===== config.mk =====
export PLATFORM = sky130hd
export DESIGN_NAME = update_sequence_fixup_insert
export DESIGN_NICKNAME = d
export VERILOG_FILES = /design/src/rtl/usfi_pkg.sv /design/src/rtl/usfi_capture.sv /design/src/rtl/usfi_seq.sv /design/src/rtl/update_sequence_fixup_insert.sv
export VERILOG_INCLUDE_DIRS = /design/src /design/src/rtl
export SDC_FILE = /design/constraint.sdc
export NUM_CORES = 1
export LEC_CHECK = 0
export BUFFER_PORTS_ARGS = -buffer_cell sky130_fd_sc_hd__buf_4
export CAP_MARGIN = 20
export CORE_MARGIN = 3
export CORE_UTILIZATION = 45
export CTS_CLUSTER_SIZE = 14
export DETAILED_ROUTE_END_ITERATION = 10
export PLACE_DENSITY = 0.65
export SETUP_SLACK_MARGIN = 0.05
export SLEW_MARGIN = 20
export SYNTH_ARGS = -nofsm -noshare
export SYNTH_HDL_FRONTEND = slang
export SYNTH_SLANG_ARGS = --single-unit

===== constraint.sdc =====
create_clock -name clock -period 5.8 [get_ports clock]
set_input_delay 0.29 -clock clock [delete_from_list [all_inputs] [get_ports clock]]
set_output_delay 0.29 -clock clock [all_outputs]
set_load 0.03 [all_outputs]

===== src/rtl/assert_macros.svh =====
// Assertion helpers for the RTL. The enclosing module must have
// signals named clock and reset in scope.
`ifndef ASSERT_MACROS_SVH
`define ASSERT_MACROS_SVH

// Concurrent check that is switched off while reset is high.
`define USFI_ASSERT(label, prop, msg) \
   label: assert property (@(posedge clock) disable iff (reset) prop) \
      else $error(msg);

// Concurrent check that is also evaluated during reset.
`define USFI_ASSERT_NR(label, prop, msg) \
   label: assert property (@(posedge clock) prop) \
      else $error(msg);

`endif


===== src/rtl/usfi_pkg.sv =====
package usfi_pkg;

   localparam int POS_W = 12;

   localparam logic [1:0] STATUS_OK      = 2'd0;
   localparam logic [1:0] STATUS_HOTFIX  = 2'd1;
   localparam logic [1:0] STATUS_CORRUPT = 2'd2;

   localparam logic [3:0] CFG_RESET = 4'd2;

   // Everything the edit sequencer needs from the captured record.
   typedef struct packed {
      logic [7:0][7:0] hdr;
      logic [15:0]     seq_word;
      logic [3:0]      sectors;
   } usfi_rec_type;

endpackage


===== src/rtl/usfi_capture.sv =====
module usfi_capture #(
   parameter int MAX_SECTORS  = 8,
   parameter int SECTOR_BYTES = 512
) (
   input  logic                     clock,
   input  logic                     reset,
   input  logic                     csr_valid,
   input  logic [3:0]               csr_data,
   input  logic                     accept,
   input  logic [7:0]               rec_byte,
   input  logic [$clog2((MAX_SECTORS > 1) ? MAX_SECTORS : 2)-1:0] tail_sel,
   output logic                     rec_end,
   output usfi_pkg::usfi_rec_type   rec,
   output logic [15:0]              tail_word
);
   import usfi_pkg::*;

   localparam int ISW    = $clog2(SECTOR_BYTES);
   localparam int SIDX_W = $clog2(4096 / SECTOR_BYTES + MAX_SECTORS + 1);
   localparam int TIDX_W = $clog2((MAX_SECTORS > 1) ? MAX_SECTORS : 2);

   logic [3:0]        cfg_ff;
   logic [POS_W-1:0]  pos_ff, pos_in;
   logic [ISW-1:0]    insec_ff, insec_in;
   logic [SIDX_W-1:0] sidx_ff, sidx_in;
   logic [7:0]        hdr_ff [8];
   logic [15:0]       seq_ff;
   logic [15:0]       tail_ff [MAX_SECTORS];

   logic [3:0]  eff;
   logic [16:0] len;
   logic        is_end;
   logic [15:0] first;
   logic        tail_ok;

   always_comb begin
      if (cfg_ff == 4'd0) begin
         eff = 4'd1;
      end else if ({1'b0, cfg_ff} > 5'(MAX_SECTORS)) begin
         eff = 4'(MAX_SECTORS);
      end else begin
         eff = cfg_ff;
      end
   end

   assign len     = 17'(eff) * 17'(SECTOR_BYTES);
   assign is_end  = ({5'd0, pos_ff} + 17'd1) >= len;
   assign first   = {hdr_ff[5], hdr_ff[4]};
   assign tail_ok = sidx_ff < SIDX_W'(MAX_SECTORS);
   assign rec_end = accept && is_end;

   // Position, offset within the sector and sector index move together.
   always_comb begin
      pos_in   = pos_ff;
      insec_in = insec_ff;
      sidx_in  = sidx_ff;
      if (accept) begin
         if (is_end || (pos_ff == {POS_W{1'b1}})) begin
            pos_in   = '0;
            insec_in = '0;
            sidx_in  = '0;
         end else begin
            pos_in = pos_ff + POS_W'(1);
            if (insec_ff == ISW'(SECTOR_BYTES - 1)) begin
               insec_in = '0;
               sidx_in  = sidx_ff + SIDX_W'(1);
            end else begin
               insec_in = insec_ff + ISW'(1);
            end
         end
      end
   end

   always_ff @(posedge clock) begin
      if (reset) begin
         cfg_ff   <= CFG_RESET;
         pos_ff   <= '0;
         insec_ff <= '0;
         sidx_ff  <= '0;
      end else begin
         if (csr_valid) begin
            cfg_ff <= csr_data;
         end
         pos_ff   <= pos_in;
         insec_ff <= insec_in;
         sidx_ff  <= sidx_in;
      end
   end

   // Captured bytes carry no reset; each is written before it is read.
   always_ff @(posedge clock) begin
      if (accept) begin
         if (pos_ff < POS_W'(8)) begin
            hdr_ff[pos_ff[2:0]] <= rec_byte;
         end else begin
            if ({4'd0, pos_ff} == first) begin
               seq_ff[7:0] <= rec_byte;
            end
            if ({5'd0, pos_ff} == ({1'b0, first} + 17'd1)) begin
               seq_ff[15:8] <= rec_byte;
            end
         end
         if (tail_ok) begin
            if (insec_ff == ISW'(SECTOR_BYTES - 2)) begin
               tail_ff[sidx_ff[TIDX_W-1:0]][7:0] <= rec_byte;
            end else if (insec_ff == ISW'(SECTOR_BYTES - 1)) begin
               tail_ff[sidx_ff[TIDX_W-1:0]][15:8] <= rec_byte;
            end
         end
      end
   end

   always_comb begin
      for (int i = 0; i < 8; i++) begin
         rec.hdr[i] = hdr_ff[i];
      end
      rec.seq_word = seq_ff;
      rec.sectors  = eff;
   end

   assign tail_word = tail_ff[tail_sel];

endmodule


===== src/rtl/usfi_seq.sv =====
`include "assert_macros.svh"

module usfi_seq #(
   parameter int MAX_SECTORS  = 8,
   parameter int SECTOR_BYTES = 512
) (
   input  logic                     clock,
   input  logic                     reset,
   input  logic                     rec_end,
   input  usfi_pkg::usfi_rec_type   rec,
   input  logic [15:0]              tail_word,
   output logic [$clog2((MAX_SECTORS > 1) ? MAX_SECTORS : 2)-1:0] tail_sel,
   output logic                     busy,
   input  logic                     rsp_ready,
   output logic                     rsp_valid,
   output logic                     rsp_edit_valid,
   output logic [11:0]              rsp_edit_offset,
   output logic [7:0]               rsp_edit_byte,
   output logic [1:0]               rsp_status,
   output logic                     rsp_last_edit
);
   import usfi_pkg::*;

   localparam int         TIDX_W     = $clog2((MAX_SECTORS > 1) ? MAX_SECTORS : 2);
   localparam logic [11:0] SB12      = 12'(SECTOR_BYTES % 4096);
   localparam logic [11:0] TAIL0_OFF = 12'((SECTOR_BYTES - 2) % 4096);
   localparam logic [11:0] COUNT_LO  = 12'd6;
   localparam logic [11:0] COUNT_HI  = 12'd7;

   typedef enum logic [3:0] {
      ST_IDLE, ST_CHECK, ST_BAD, ST_HOT0, ST_HOT1, ST_FIX0, ST_FIX1,
      ST_ARR0, ST_ARR1, ST_TAIL0, ST_TAIL1
   } state_type;

   state_type   state_ff, state_in;
   logic [3:0]  sect_ff, sect_in;
   logic [3:0]  s_ff, s_in;
   logic [11:0] first_ff, first_in;
   logic [11:0] arr_ff, arr_in;
   logic [11:0] tail_ff, tail_in;
   logic [15:0] fix_ff, fix_in;
   logic        hot_ff, hot_in;

   logic        rsp_valid_ff, rsp_valid_in;
   logic        rsp_edit_valid_ff, rsp_edit_valid_in;
   logic [11:0] rsp_edit_offset_ff, rsp_edit_offset_in;
   logic [7:0]  rsp_edit_byte_ff, rsp_edit_byte_in;
   logic [1:0]  rsp_status_ff, rsp_status_in;
   logic        rsp_last_edit_ff, rsp_last_edit_in;

   logic [4:0]      count;
   logic [15:0]     first16;
   logic            hot;
   logic            bad;
   logic [7:0][7:0] hf;
   logic [7:0]      lo, hi;
   logic [15:0]     add_a, add_b, sum;
   logic [15:0]     fix_val;
   logic            slot_free;
   logic            load;
   logic [1:0]      ok_status;

   assign count     = {1'b0, sect_ff} + 5'd1;
   assign first16   = {rec.hdr[5], rec.hdr[4]};
   assign hot       = {rec.hdr[7], rec.hdr[6]} != {11'd0, count};
   assign bad       = ({1'b0, first16} + {11'd0, count, 1'b0}) > 17'(SECTOR_BYTES - 2);
   assign slot_free = !rsp_valid_ff || rsp_ready;
   assign ok_status = hot_ff ? STATUS_HOTFIX : STATUS_OK;

   // The sequence word is read after the count correction has been applied.
   always_comb begin
      hf    = rec.hdr;
      hf[6] = hot ? {3'd0, count} : rec.hdr[6];
      hf[7] = hot ? 8'd0 : rec.hdr[7];
      lo    = (first16 < 16'd8) ? hf[first16[2:0]] : rec.seq_word[7:0];
      hi    = (first16 < 16'd7) ? hf[first16[2:0] + 3'd1] : rec.seq_word[15:8];
   end

   // Shared adder: the sequence increment, then the sequence, array and tail edit offsets.
   always_comb begin
      add_a = '0;
      add_b = '0;
      case (state_ff)
         ST_CHECK: begin
            add_a = {hi, lo};
            add_b = 16'd1;
         end
         ST_FIX0:  add_a = {4'd0, first_ff};
         ST_FIX1: begin
            add_a = {4'd0, first_ff};
            add_b = 16'd1;
         end
         ST_ARR0:  add_a = {4'd0, arr_ff};
         ST_ARR1: begin
            add_a = {4'd0, arr_ff};
            add_b = 16'd1;
         end
         ST_TAIL0: add_a = {4'd0, tail_ff};
         ST_TAIL1: begin
            add_a = {4'd0, tail_ff};
            add_b = 16'd1;
         end
         default: begin
            add_a = '0;
            add_b = '0;
         end
      endcase
   end

   assign sum     = add_a + add_b;
   assign fix_val = ((sum == 16'd0) || (sum == 16'hFFFF)) ? 16'd1 : sum;

   always_comb begin
      state_in           = state_ff;
      sect_in            = sect_ff;
      s_in               = s_ff;
      first_in           = first_ff;
      arr_in             = arr_ff;
      tail_in            = tail_ff;
      fix_in             = fix_ff;
      hot_in             = hot_ff;
      load               = 1'b0;
      rsp_edit_valid_in  = 1'b1;
      rsp_edit_offset_in = sum[11:0];
      rsp_edit_byte_in   = 8'd0;
      rsp_status_in      = ok_status;
      rsp_last_edit_in   = 1'b0;
      case (state_ff)
         ST_IDLE: begin
            if (rec_end) begin
               sect_in  = rec.sectors;
               state_in = ST_CHECK;
            end
         end
         ST_CHECK: begin
            fix_in   = fix_val;
            hot_in   = hot;
            first_in = first16[11:0];
            arr_in   = first16[11:0] + 12'd2;
            tail_in  = TAIL0_OFF;
            s_in     = 4'd0;
            if (bad) begin
               state_in = ST_BAD;
            end else if (hot) begin
               state_in = ST_HOT0;
            end else begin
               state_in = ST_FIX0;
            end
         end
         ST_BAD: begin
            rsp_edit_valid_in  = 1'b0;
            rsp_edit_offset_in = 12'd0;
            rsp_status_in      = STATUS_CORRUPT;
            rsp_last_edit_in   = 1'b1;
            if (slot_free) begin
               load     = 1'b1;
               state_in = ST_IDLE;
            end
         end
         ST_HOT0: begin
            rsp_edit_offset_in = COUNT_LO;
            rsp_edit_byte_in   = {3'd0, count};
            if (slot_free) begin
               load     = 1'b1;
               state_in = ST_HOT1;
            end
         end
         ST_HOT1: begin
            rsp_edit_offset_in = COUNT_HI;
            if (slot_free) begin
               load     = 1'b1;
               state_in = ST_FIX0;
            end
         end
         ST_FIX0: begin
            rsp_edit_byte_in = fix_ff[7:0];
            if (slot_free) begin
               load     = 1'b1;
               state_in = ST_FIX1;
            end
         end
         ST_FIX1: begin
            rsp_edit_byte_in = fix_ff[15:8];
            if (slot_free) begin
               load     = 1'b1;
               state_in = ST_ARR0;
            end
         end
         ST_ARR0: begin
            rsp_edit_byte_in = tail_word[7:0];
            if (slot_free) begin
               load     = 1'b1;
               state_in = ST_ARR1;
            end
         end
         ST_ARR1: begin
            rsp_edit_byte_in = tail_word[15:8];
            if (slot_free) begin
               load     = 1'b1;
               state_in = ST_TAIL0;
            end
         end
         ST_TAIL0: begin
            rsp_edit_byte_in = fix_ff[7:0];
            if (slot_free) begin
               load     = 1'b1;
               state_in = ST_TAIL1;
            end
         end
         ST_TAIL1: begin
            rsp_edit_byte_in = fix_ff[15:8];
            rsp_last_edit_in = (s_ff == (sect_ff - 4'd1));
            if (slot_free) begin
               load    = 1'b1;
               arr_in  = arr_ff + 12'd2;
               tail_in = tail_ff + SB12;
               if (rsp_last_edit_in) begin
                  state_in = ST_IDLE;
               end else begin
                  s_in     = s_ff + 4'd1;
                  state_in = ST_ARR0;
               end
            end
         end
         default: state_in = ST_IDLE;
      endcase

      if (load) begin
         rsp_valid_in = 1'b1;
      end else if (rsp_ready) begin
         rsp_valid_in = 1'b0;
      end else begin
         rsp_valid_in = rsp_valid_ff;
      end
   end

   always_ff @(posedge clock) begin
      if (reset) begin
         state_ff     <= ST_IDLE;
         rsp_valid_ff <= 1'b0;
      end else begin
         state_ff     <= state_in;
         rsp_valid_ff <= rsp_valid_in;
      end
      sect_ff  <= sect_in;
      s_ff     <= s_in;
      first_ff <= first_in;
      arr_ff   <= arr_in;
      tail_ff  <= tail_in;
      fix_ff   <= fix_in;
      hot_ff   <= hot_in;
      if (load) begin
         rsp_edit_valid_ff  <= rsp_edit_valid_in;
         rsp_edit_offset_ff <= rsp_edit_offset_in;
         rsp_edit_byte_ff   <= rsp_edit_byte_in;
         rsp_status_ff      <= rsp_status_in;
         rsp_last_edit_ff   <= rsp_last_edit_in;
      end
   end

   assign tail_sel        = s_ff[TIDX_W-1:0];
   assign busy            = state_ff != ST_IDLE;
   assign rsp_valid       = rsp_valid_ff;
   assign rsp_edit_valid  = rsp_edit_valid_ff;
   assign rsp_edit_offset = rsp_edit_offset_ff;
   assign rsp_edit_byte   = rsp_edit_byte_ff;
   assign rsp_status      = rsp_status_ff;
   assign rsp_last_edit   = rsp_last_edit_ff;

   `USFI_ASSERT(a_end_while_idle, rec_end |-> state_ff == ST_IDLE, "record end while busy")
   `USFI_ASSERT(a_corrupt_alone, (rsp_valid_ff && rsp_status_ff == STATUS_CORRUPT) |-> (rsp_last_edit_ff && !rsp_edit_valid_ff), "corrupt beat carries an edit")
   `USFI_ASSERT(a_sector_range, (state_ff == ST_TAIL1) |-> (s_ff < sect_ff), "sector index out of range")
   `USFI_ASSERT_NR(a_reset_clean, reset |=> (!rsp_valid_ff && state_ff == ST_IDLE), "not clean after reset")

endmodule


===== src/rtl/update_sequence_fixup_insert.sv =====
// Channel   Direction  Beat contents
// req       in         rec_byte: one record byte, offset zero upward
// rsp       out        edit_valid, edit_offset, edit_byte, status, last_edit
// csr       in         sectors_per_record, to be written by the user only
//                       while the block is idle; the block does not enforce it.
// Record bytes are taken at one per cycle; only the final byte of a record
// starts the edit sequencer, and req_ready stays low while it runs.
// The sequencer first computes the sequence-number increment, then issues
// the edit beats: 2 + 4 * sectors beats, plus 2 with the count hotfix.
// A corrupt array position yields a single beat, from the bad state.
// A stalled rsp_ready holds the sequencer on the current beat.
// Synchronous reset clears the position counter, the sequencer and the
// output valid, and sets sectors_per_record to 2.
module update_sequence_fixup_insert #(
   parameter int MAX_SECTORS  = 8,
   parameter int SECTOR_BYTES = 512
) (
   input  logic        clock,
   input  logic        reset,
   input  logic        req_valid,
   output logic        req_ready,
   input  logic [7:0]  req_rec_byte,
   output logic        rsp_valid,
   input  logic        rsp_ready,
   output logic        rsp_edit_valid,
   output logic [11:0] rsp_edit_offset,
   output logic [7:0]  rsp_edit_byte,
   output logic [1:0]  rsp_status,
   output logic        rsp_last_edit,
   input  logic        csr_valid,
   output logic        csr_ready,
   input  logic [3:0]  csr_sectors_per_record
);
   import usfi_pkg::*;

   localparam int TIDX_W = $clog2((MAX_SECTORS > 1) ? MAX_SECTORS : 2);

   logic              accept;
   logic              rec_end;
   logic              busy;
   usfi_rec_type      rec;
   logic [15:0]       tail_word;
   logic [TIDX_W-1:0] tail_sel;

   // The register write never stalls.
   assign csr_ready = 1'b1;
   // Input beats are taken whenever the edit sequencer is not running.
   assign req_ready = !busy;
   assign accept    = req_valid && req_ready;

   // Byte position tracking and capture of header, sequence word and tails.
   usfi_capture #(
      .MAX_SECTORS  (MAX_SECTORS),
      .SECTOR_BYTES (SECTOR_BYTES)
   ) u_capture (
      .clock     (clock),
      .reset     (reset),
      .csr_valid (csr_valid && csr_ready),
      .csr_data  (csr_sectors_per_record),
      .accept    (accept),
      .rec_byte  (req_rec_byte),
      .tail_sel  (tail_sel),
      .rec_end   (rec_end),
      .rec       (rec),
      .tail_word (tail_word)
   );

   // Edit sequencer with the shared adder and the output register.
   usfi_seq #(
      .MAX_SECTORS  (MAX_SECTORS),
      .SECTOR_BYTES (SECTOR_BYTES)
   ) u_seq (
      .clock           (clock),
      .reset           (reset),
      .rec_end         (rec_end),
      .rec             (rec),
      .tail_word       (tail_word),
      .tail_sel        (tail_sel),
      .busy            (busy),
      .rsp_ready       (rsp_ready),
      .rsp_valid       (rsp_valid),
      .rsp_edit_valid  (rsp_edit_valid),
      .rsp_edit_offset (rsp_edit_offset),
      .rsp_edit_byte   (rsp_edit_byte),
      .rsp_status      (rsp_status),
      .rsp_last_edit   (rsp_last_edit)
   );

endmodule


==> metrics.md, run 1 <==
| Metric | Value |
|---|---|
| Status | `finished clean` |
| Critical Setup Path Class | `reg -> reg` |
| Max-Slew Margin vs Limit | `0.3287` |
| Vias in the first global route | `slightly above 10k` |
| Largest net degree at the start of global routing | `between 40 and 50` |
| Max Slew Vio Count | `0` |
| # IOs | `44` |
| Sequential fraction of the synthesis area | `0.5841` |
| Worst min-delay path class | `in -> reg` |
| First DRT Iteration DRCs | `between 1k and 1.5k` |
| Setup bufs post-CTS | `0` |
| Clock Sinks | `approximately 320` |
| Final WL | `38.94 mm` |
| Synth Instances | `roughly 1.3k` |
| CTS clk-pin slew, worst paths | `around 60 ps` |
| Worst Path Max Fanout | `15` |
| Crit path launch type | `register` |
| Initial Util | `0.4582` |
| Critical Path AT | `5490 ps` |
| Finished Core Util | `0.5145` |
| Die area | `approximately 0.038 mm2` |
| Number of synthesized flops with an enable pin | `roughly 280` |
| Num CTS Buffers | `34` |
| Routed wire per std cell | `around 22 um` |
| Max clock buf depth | `3` |
| Hold_buf cts | `2` |
| Max IR drop VDD | `0.1958 mV` |
| Synth async-reset ratio | `0` |
| Global route overflow | `0` |
| Placed cell count | `~1.7k` |
| Worst EP required | `between 6000 and 7000 ps` |
| Max Fclk | `between 0.15 and 0.2 GHz` |
| Syn Area/Cell | `around 13 um2` |
| Non-filler cells, final | `approximately 1.8k` |
| Port Buffer Count | `42` |
| Post-route ant nets | `0` |
| Post-synth net total | `approximately 1.3k` |
| Row count | `approximately 70` |
| RSZ-0062 raised after global routing | `false` |
| Dpl hpwl | `approximately 27 mm` |
| Drc violations | `0` |
| Synthesized cell area | `between 0.015 and 0.02 mm2` |
| Die Ht | `194.0 um` |
| Root Driver | `clkbuf_16` |
| P&R area growth vs syn | `12.30%` |
| Min Tclk post-route | `5257 ps` |
| Die Wd | `around 190 um` |
| Final setup violation count | `0` |
| Synth cell types | `80` |
| Area after DPL | `about 0.017 mm2` |
| Skew final | `around 11 ps` |
| Primary FF master, synth | `edfxtp_1` |
| Max-cap viol count | `0` |
| Cts repair resizes | `0` |
| CTS tree | `built` |
| Final hold violations | `0` |
| DR pass1 iterations | `8` |
| Fraction of layout cells with a size suffix above 1 | `0.1545` |
| NumNets Final | `1336` |
| GRT Util Overall | `0.2064` |
| Worst-Skew Late Latency | `between 500 and 600 ps` |
| Initial antenna violation count | `0` |
| Vias after detailed routing | `approximately 11k` |
| Setup TNS | `0 ps` |
| Power Total | `5890 uW` |
| Via/cell ratio | `5.976` |
| H-tree level count | `2` |
| Global-route wire length before repair | `approximately 60 mm` |
| N_diodes | `0` |
| Critical Path End Type | `register` |
| Least-Margin Pin Slew | `between 900 and 1000 ps` |
| YS warnings | `0` |
| Final Wtd Congestion | `0.9139` |
| PwrDens | `roughly 330 mW/mm2` |
| Final std cell area, no fill | `approximately 0.018 mm2` |
| FF+latch count, synth | `between 300 and 400` |
| LEAKAGE | `0.005986 uW` |
| Fin crit share | `0.9064` |
| Core area | `approximately 0.035 mm2` |
-- flip-flops by register name, indices dropped and copies added, names as in the netlist, 2 cells and up, named ones only --
signal,count
u_capture.pos_ff,12
u_capture.insec_ff,9
u_seq.fix_ff,16
u_seq.rsp_edit_byte,8
u_capture.hdr_ff,64
u_seq.first_ff,12
u_seq.s_ff,4
u_seq.rsp_edit_offset,12
u_capture.sidx_ff,5
u_capture.cfg_ff,4
u_seq.state_ff,4
u_capture.tail_ff,128
u_seq.sect_ff,4
u_capture.seq_ff,16
u_seq.arr_ff,12
u_seq.tail_ff,3
u_seq.rsp_status,2
-- cells in the mapped netlist (20+ instances only) --
cell type | count | share of area
a21oi_1 | 46 | 0.014
mux2i_1 | 39 | 0.025
nor3_1 | 41 | 0.013
o21ai_0 | 42 | 0.013
nand2_1 | 70 | 0.017
clkbuf_1 | 45 | 0.011
edfxtp_1 | 284 | 0.54
dfxtp_1 | 38 | 0.048
nand4_1 | 20 | 0.0079
inv_1 | 23 | 0.0054
xnor2_1 | 43 | 0.024
xor2_1 | 32 | 0.018
nand2b_1 | 22 | 0.0087
nand3_1 | 48 | 0.015
mux4_2 | 44 | 0.062
nor2b_1 | 25 | 0.0098
ha_1 | 22 | 0.017
nor2_1 | 112 | 0.026
-- kinds of logic after synthesis --
kind of cell,count (synthesis),share of synthesized area
AOI/OAI and AO/OA,209,0.09071
and+or+nand+nor,430,0.1413
adders and majority gates,23,0.01857
buffers and inverters,103,0.02746
muxes,95,0.09535
xor gates and xnor gates,76,0.04233
other,1,0.0002358
DFF,322,0.5841
-- metrics by stage --
step / setup slack (ps) / hold slack [ps]
after floorplan: 1130 / 388.9
after global placement: 773.1 / 479.9
after detailed placement: 612.8 / 486.5
after CTS: 590.6 / 7.545
after global routing: 106.8 / 27.53
final: 542.7 / 21.45
-- final timing paths --
path	end	slack (ps)	from	depth (start not counted)
hold / removal	u_capture.cfg_ff[0]	20	csr_sectors_per_record[0]	3
hold reg to reg	u_capture.cfg_ff[0]	500	u_capture.cfg_ff[0]	2
setup / recovery	u_seq.fix_ff[3]	540	u_capture.hdr_ff[5][2]	15
setup reg to reg	u_seq.fix_ff[3]	540	u_capture.hdr_ff[5][2]	15
-- routing by layer --
layer | vias to the layer above | wire length (um) | GRT usage
li1 | 4903 | - | -
met5 | - | 0 | 0
met4 | 0 | 1110 | 0.06037
met1 | 5264 | 16820 | 0.2907
met3 | 75 | 2363 | 0.03110
met2 | 366 | 18650 | 0.3358
-- layout by cell type (no fill, tap or decap), drive strengths merged, types with 8 or more instances in the layout --
master and n:
edfxtp 284, nor2 112, buf 77, nand2 70, nand3 48, clkbuf 48
a21oi 46, mux4 44, xnor2 44, o21ai 43, nor3 41, mux2i 39
dfxtp 38, xor2 32, inv 27, nor2b 25, nand2b 22, ha 22
nand4 21, nor4 17, and3 16, and2 13, mux2 12, nand3b 12
a21o 9, nor3b 8, o211ai 8
-- critical path, stage by stage, from the launching register on --
cell	delay (ps)
edfxtp_1	360
buf_4	190
nor3_1	510
nand4_2	430
o21ai_0	280
a221o_1	170
ha_1	210
ha_1	260
inv_1	160
a221oi_1	240
nand3_1	270
nor4_1	400
xnor2_1	160
or3_1	440
a2111oi_4	780
nor2b_1	100
-- power breakdown --
part           internal [uW]  switching [uW]  total [uW]
Clock                   1270             877        2150
Combinational            385             564         949
Sequential              2680             111        2790
-- final cells by class --
class                   count  area, um2
clock inverters            12      161.4
repair buffers             79      598.1
inverters                  25      98.84
clock buffers              48      934.6
flip-flops and latches    322       9290
well taps                 455      569.3
fillers                  2939      16850
multi-input cells         834       6207
Note: power is estimated with default switching activity, not from simulation.
==> run 2: changes to the inputs <==
--- a/config.mk
+++ b/config.mk
@@ -6,9 +6,10 @@
 export SDC_FILE = /design/constraint.sdc
 export NUM_CORES = 1
 export LEC_CHECK = 0
+export ABC_AREA = 1
 export BUFFER_PORTS_ARGS = -buffer_cell sky130_fd_sc_hd__buf_4
 export CAP_MARGIN = 20
-export CORE_MARGIN = 3
+export CORE_MARGIN = 2
 export CORE_UTILIZATION = 45
 export CTS_CLUSTER_SIZE = 14
 export DETAILED_ROUTE_END_ITERATION = 10
==> run 2 against run 1 <==
  * Cell count increased by 23%
  * Highest routed layer unchanged
  * Synthesized cell count increased by 31%
  * Design area about the same
  * Sequential power increased by 5%
  * Clock skew increased by 2.5 ps
  * Die area decreased by 0.71%
==> metrics.md, run 2 <==
| Metric | Value |
|---|---|
| Final WL | `42.07 mm (+8.0%)` |
| Core area | `0.03540 mm2 (+2.0%)` |
| Largest register by flop count | `u_capture.tail_ff` |
| Final hold violations | `0 (unchanged)` |
| Synth Instances | `1655 (+31%)` |
| Max reg flops | `128 (unchanged)` |
| Cell taking the most area after synthesis | `edfxtp_1` |
| YS warnings | `0 (unchanged)` |
| Setup TNS | `0 ps (unchanged)` |
| Commonest non-fill, non-tap cell in the layout | `nand2_1` |
| Yosys top cell area share | `0.5288 (-0.007405)` |
| H-tree level count | `2 (unchanged)` |
| Critical Path AT | `4480 ps (-1010 ps)` |
| Area after DPL | `0.01680 mm2 (+0.37%)` |
| Row count | `69 (+1.5%)` |
| Top cells by area, synth | `edfxtp_1 (53%), nand2_1 (7.9%), dfxtp_1 (4.7%), nor2_1 (4.4%), nand3_1 (3.8%)` |
| Cell breakdown of the critical path | `inv_1, nand2_1, or2_2, a31oi_1, o21ai_0, o211ai_1, nand3_1, ha_1, ha_1, inv_1, a21oi_2, nand2_1, nor2_1, nand4_1, nand2_1, nand2_1, nor2_1, nand3_2, nand2_4, nor2_1` |
| Max clock buf depth | `3 (unchanged)` |
| Post-synth net total | `1695 (+30%)` |
| Fraction of layout cells with a size suffix above 1 | `0.1109 (-0.04363)` |
| Dpl hpwl | `29.16 mm (+7.6%)` |
| Vias after detailed routing | `12.00k (+13%)` |
| Max-Slew Margin vs Limit | `0.3059 (-0.02283)` |
| Primary FF master, synth | `edfxtp_1` |
| Num CTS Buffers | `34 (unchanged)` |
| Global route overflow | `0 (unchanged)` |
| CTS tree | `built` |
| Max-cap viol count | `0 (unchanged)` |
| Worst EP required | `6070 ps (+40 ps)` |
| Root Driver | `clkbuf_16` |
| PwrDens | `353.9 mW/mm2 (+7.3%)` |
| Final Wtd Congestion | `0.9275 (+1.5%)` |
| Min Tclk post-route | `4210 ps (-1047 ps)` |
| Die area | `0.03737 mm2 (-0.71%)` |
| Critical Path End Type | `register` |
| Least-Margin Pin Slew | `1033 ps (+35.50 ps)` |
| Most instantiated library cell after synthesis | `nand2_1` |
| Synth async-reset ratio | `0 (unchanged)` |
| Power Total | `6325 uW (+7.4%)` |
| Syn Area/Cell | `9.744 um2 (-23%)` |
| RSZ-0062 raised after global routing | `false` |
| Commonest cells in the netlist | `nand2_1 (340), edfxtp_1 (284), nor2_1 (190)` |
| Fin crit share | `0.7259 (-0.1806)` |
| Worst Path Max Fanout | `19 (+4)` |
| Critical-path top delay cell | `edfxtp_1` |
| Drc violations | `0 (unchanged)` |
| Critical Setup Path Class | `reg -> reg` |
| Crit path buffers/inverters | `2 (unchanged)` |
| # IOs | `44 (unchanged)` |
| Die Ht | `193.3 um (-0.36%)` |
| Largest net degree at the start of global routing | `66 (+38%)` |
| CP peak stage delay | `810 ps (+30 ps)` |
| CTS clk-pin slew, worst paths | `60 ps (about the same)` |
| Setup WS pre-CTS | `1663 ps (+1050 ps)` |
| Max Slew Vio Count | `0 (unchanged)` |
| First DRT Iteration DRCs | `1175 (+3.2%)` |
| Final std cell area, no fill | `0.01787 mm2 (about the same)` |
| Global-route wire length before repair | `64.93 mm (+6.3%)` |
| Worst path top cell family by delay | `simple AND/OR/NAND/NOR gates` |
| Skew final | `13.78 ps (+2.464 ps)` |
| Port Buffer Count | `42 (unchanged)` |
| Vias in the first global route | `11.32k (+10%)` |
| Clock Sinks | `322 (unchanged)` |
| Initial Util | `0.4556 (-0.002550)` |
| FF+latch count, synth | `322 (unchanged)` |
| GRT Util Overall | `0.2232 (+0.01678)` |
| Synth cell types | `55 (-31%)` |
| P&R area growth vs syn | `10.82%` |
| NumNets Final | `1729 (+29%)` |
| Routed wire per std cell | `19.34 um (-12%)` |
| Post-route ant nets | `0 (unchanged)` |
| Most frequent cells in the layout | `nand2_1 (340), edfxtp_1 (284), nor2_1 (190)` |
| Final worst slack | `1590 ps (+1047 ps)` |
| Status | `finished clean` |
| Max Fclk | `0.2375 GHz (+25%)` |
| DR pass1 iterations | `8 (unchanged)` |
| Finished Core Util | `0.5049 (-0.009577)` |
| Initial antenna violation count | `0 (unchanged)` |
| Crit path top cell by count | `nand2_1` |
| Max IR drop VDD | `0.2146 mV (+9.6%)` |
| Number of synthesized flops with an enable pin | `284 (unchanged)` |
| Final setup violation count | `0 (unchanged)` |
| Cts repair resizes | `0 (unchanged)` |
| LEAKAGE | `0.006735 uW (+13%)` |
| Die Wd | `193.3 um (-0.36%)` |
| Synthesized cell area | `0.01613 mm2 (+1.4%)` |
| Via/cell ratio | `5.516 (-7.7%)` |
| Worst-Skew Late Latency | `530 ps (about the same)` |
| Crit path launch type | `register` |
| Worst min-delay path class | `in -> reg` |
| Sequential fraction of the synthesis area | `0.5760 (-0.008066)` |
run 2: changes by cell type in the layout (fill, tap and decap cells not counted), sizes merged, moves of 14 or more:
cell	change
buf	-26
inv	+143
mux2i	-15
mux4	-44
nand2	+293
nand2b	-22
nand3	+77
nor2	+111
nor2b	-25
nor3	-14
o21ai	+38
o221ai	+20
xnor2	-23
run 2: metal layers:
layer / global-route usage / share of wire
met1: 0.3213 / 0.45
met2: 0.3508 / 0.46
met3: 0.03208 / 0.069
met4: 0.06899 / 0.024
met5: 0 / 0
run 2: logic make-up after synthesis:
logic type               synth area share
other                           0.0002325
flip-flops                         0.5760
AND/OR/NAND/NOR                    0.2232
AO/OA/AOI/OAI                     0.07991
adder cells (fa/ha/maj)           0.01831
multiplexers                      0.01490
XOR/XNOR                          0.02871
buffers and inverters             0.05873
run 2: path summary, 6_finish.rpt:
check	start	slack, ps	cells past startpoint	end
max	u_capture.hdr_ff[4][1]	1590	20	u_seq.fix_ff[4]
min	csr_sectors_per_record[3]	50	3	u_capture.cfg_ff[3]
max reg2reg	u_capture.hdr_ff[4][1]	1590	20	u_seq.fix_ff[4]
min reg2reg	u_capture.insec_ff[6]	490	2	u_capture.insec_ff[6]
run 2: where the power goes:
part           internal, uW  switching (uW)
registers              2770             174
logic                   391             945
clock network          1160             886
run 2: through the flow:
step	hold slack [ps]	cells
2_1_floorplan	388.9	1655
3_3_place_gp	471.3	2110
3_5_place_dp	476.8	2111
4_1_cts	40.71	2173
5_1_grt	80.88	2174
6_report	54.68	2175
run 2: layout make-up:
| type | count | area [um2] |
|---|---|---|
| tap | 461 | 576.8 |
| multi-input combinational | 1106 | 5921 |
| antenna | 1 | 2.502 |
| sequential | 322 | 9294 |
| clock buffer | 47 | 919.6 |
| timing repair buffer | 54 | 405.4 |
| fill | 3211 | 17520 |
| clock inverter | 13 | 111.4 |
| inverter | 171 | 641.9 |
run 2: worst register-to-register path: stages, from the launching register on:
cell,delay (ps)
edfxtp_1,810
inv_1,360
nand2_1,250
or2_2,150
a31oi_1,60
o21ai_0,260
o211ai_1,130
nand3_1,120
ha_1,240
ha_1,240
inv_1,90
a21oi_2,150
nand2_1,110
nor2_1,170
nand4_1,100
nand2_1,150
nand2_1,70
nor2_1,110
nand3_2,110
nand2_4,230
nor2_1,70
run 2: timing repair:
item,4_1_cts,5_1_grt
hold buffers,2,0
buffers inserted,0,0
hold endpoints to repair,1,0
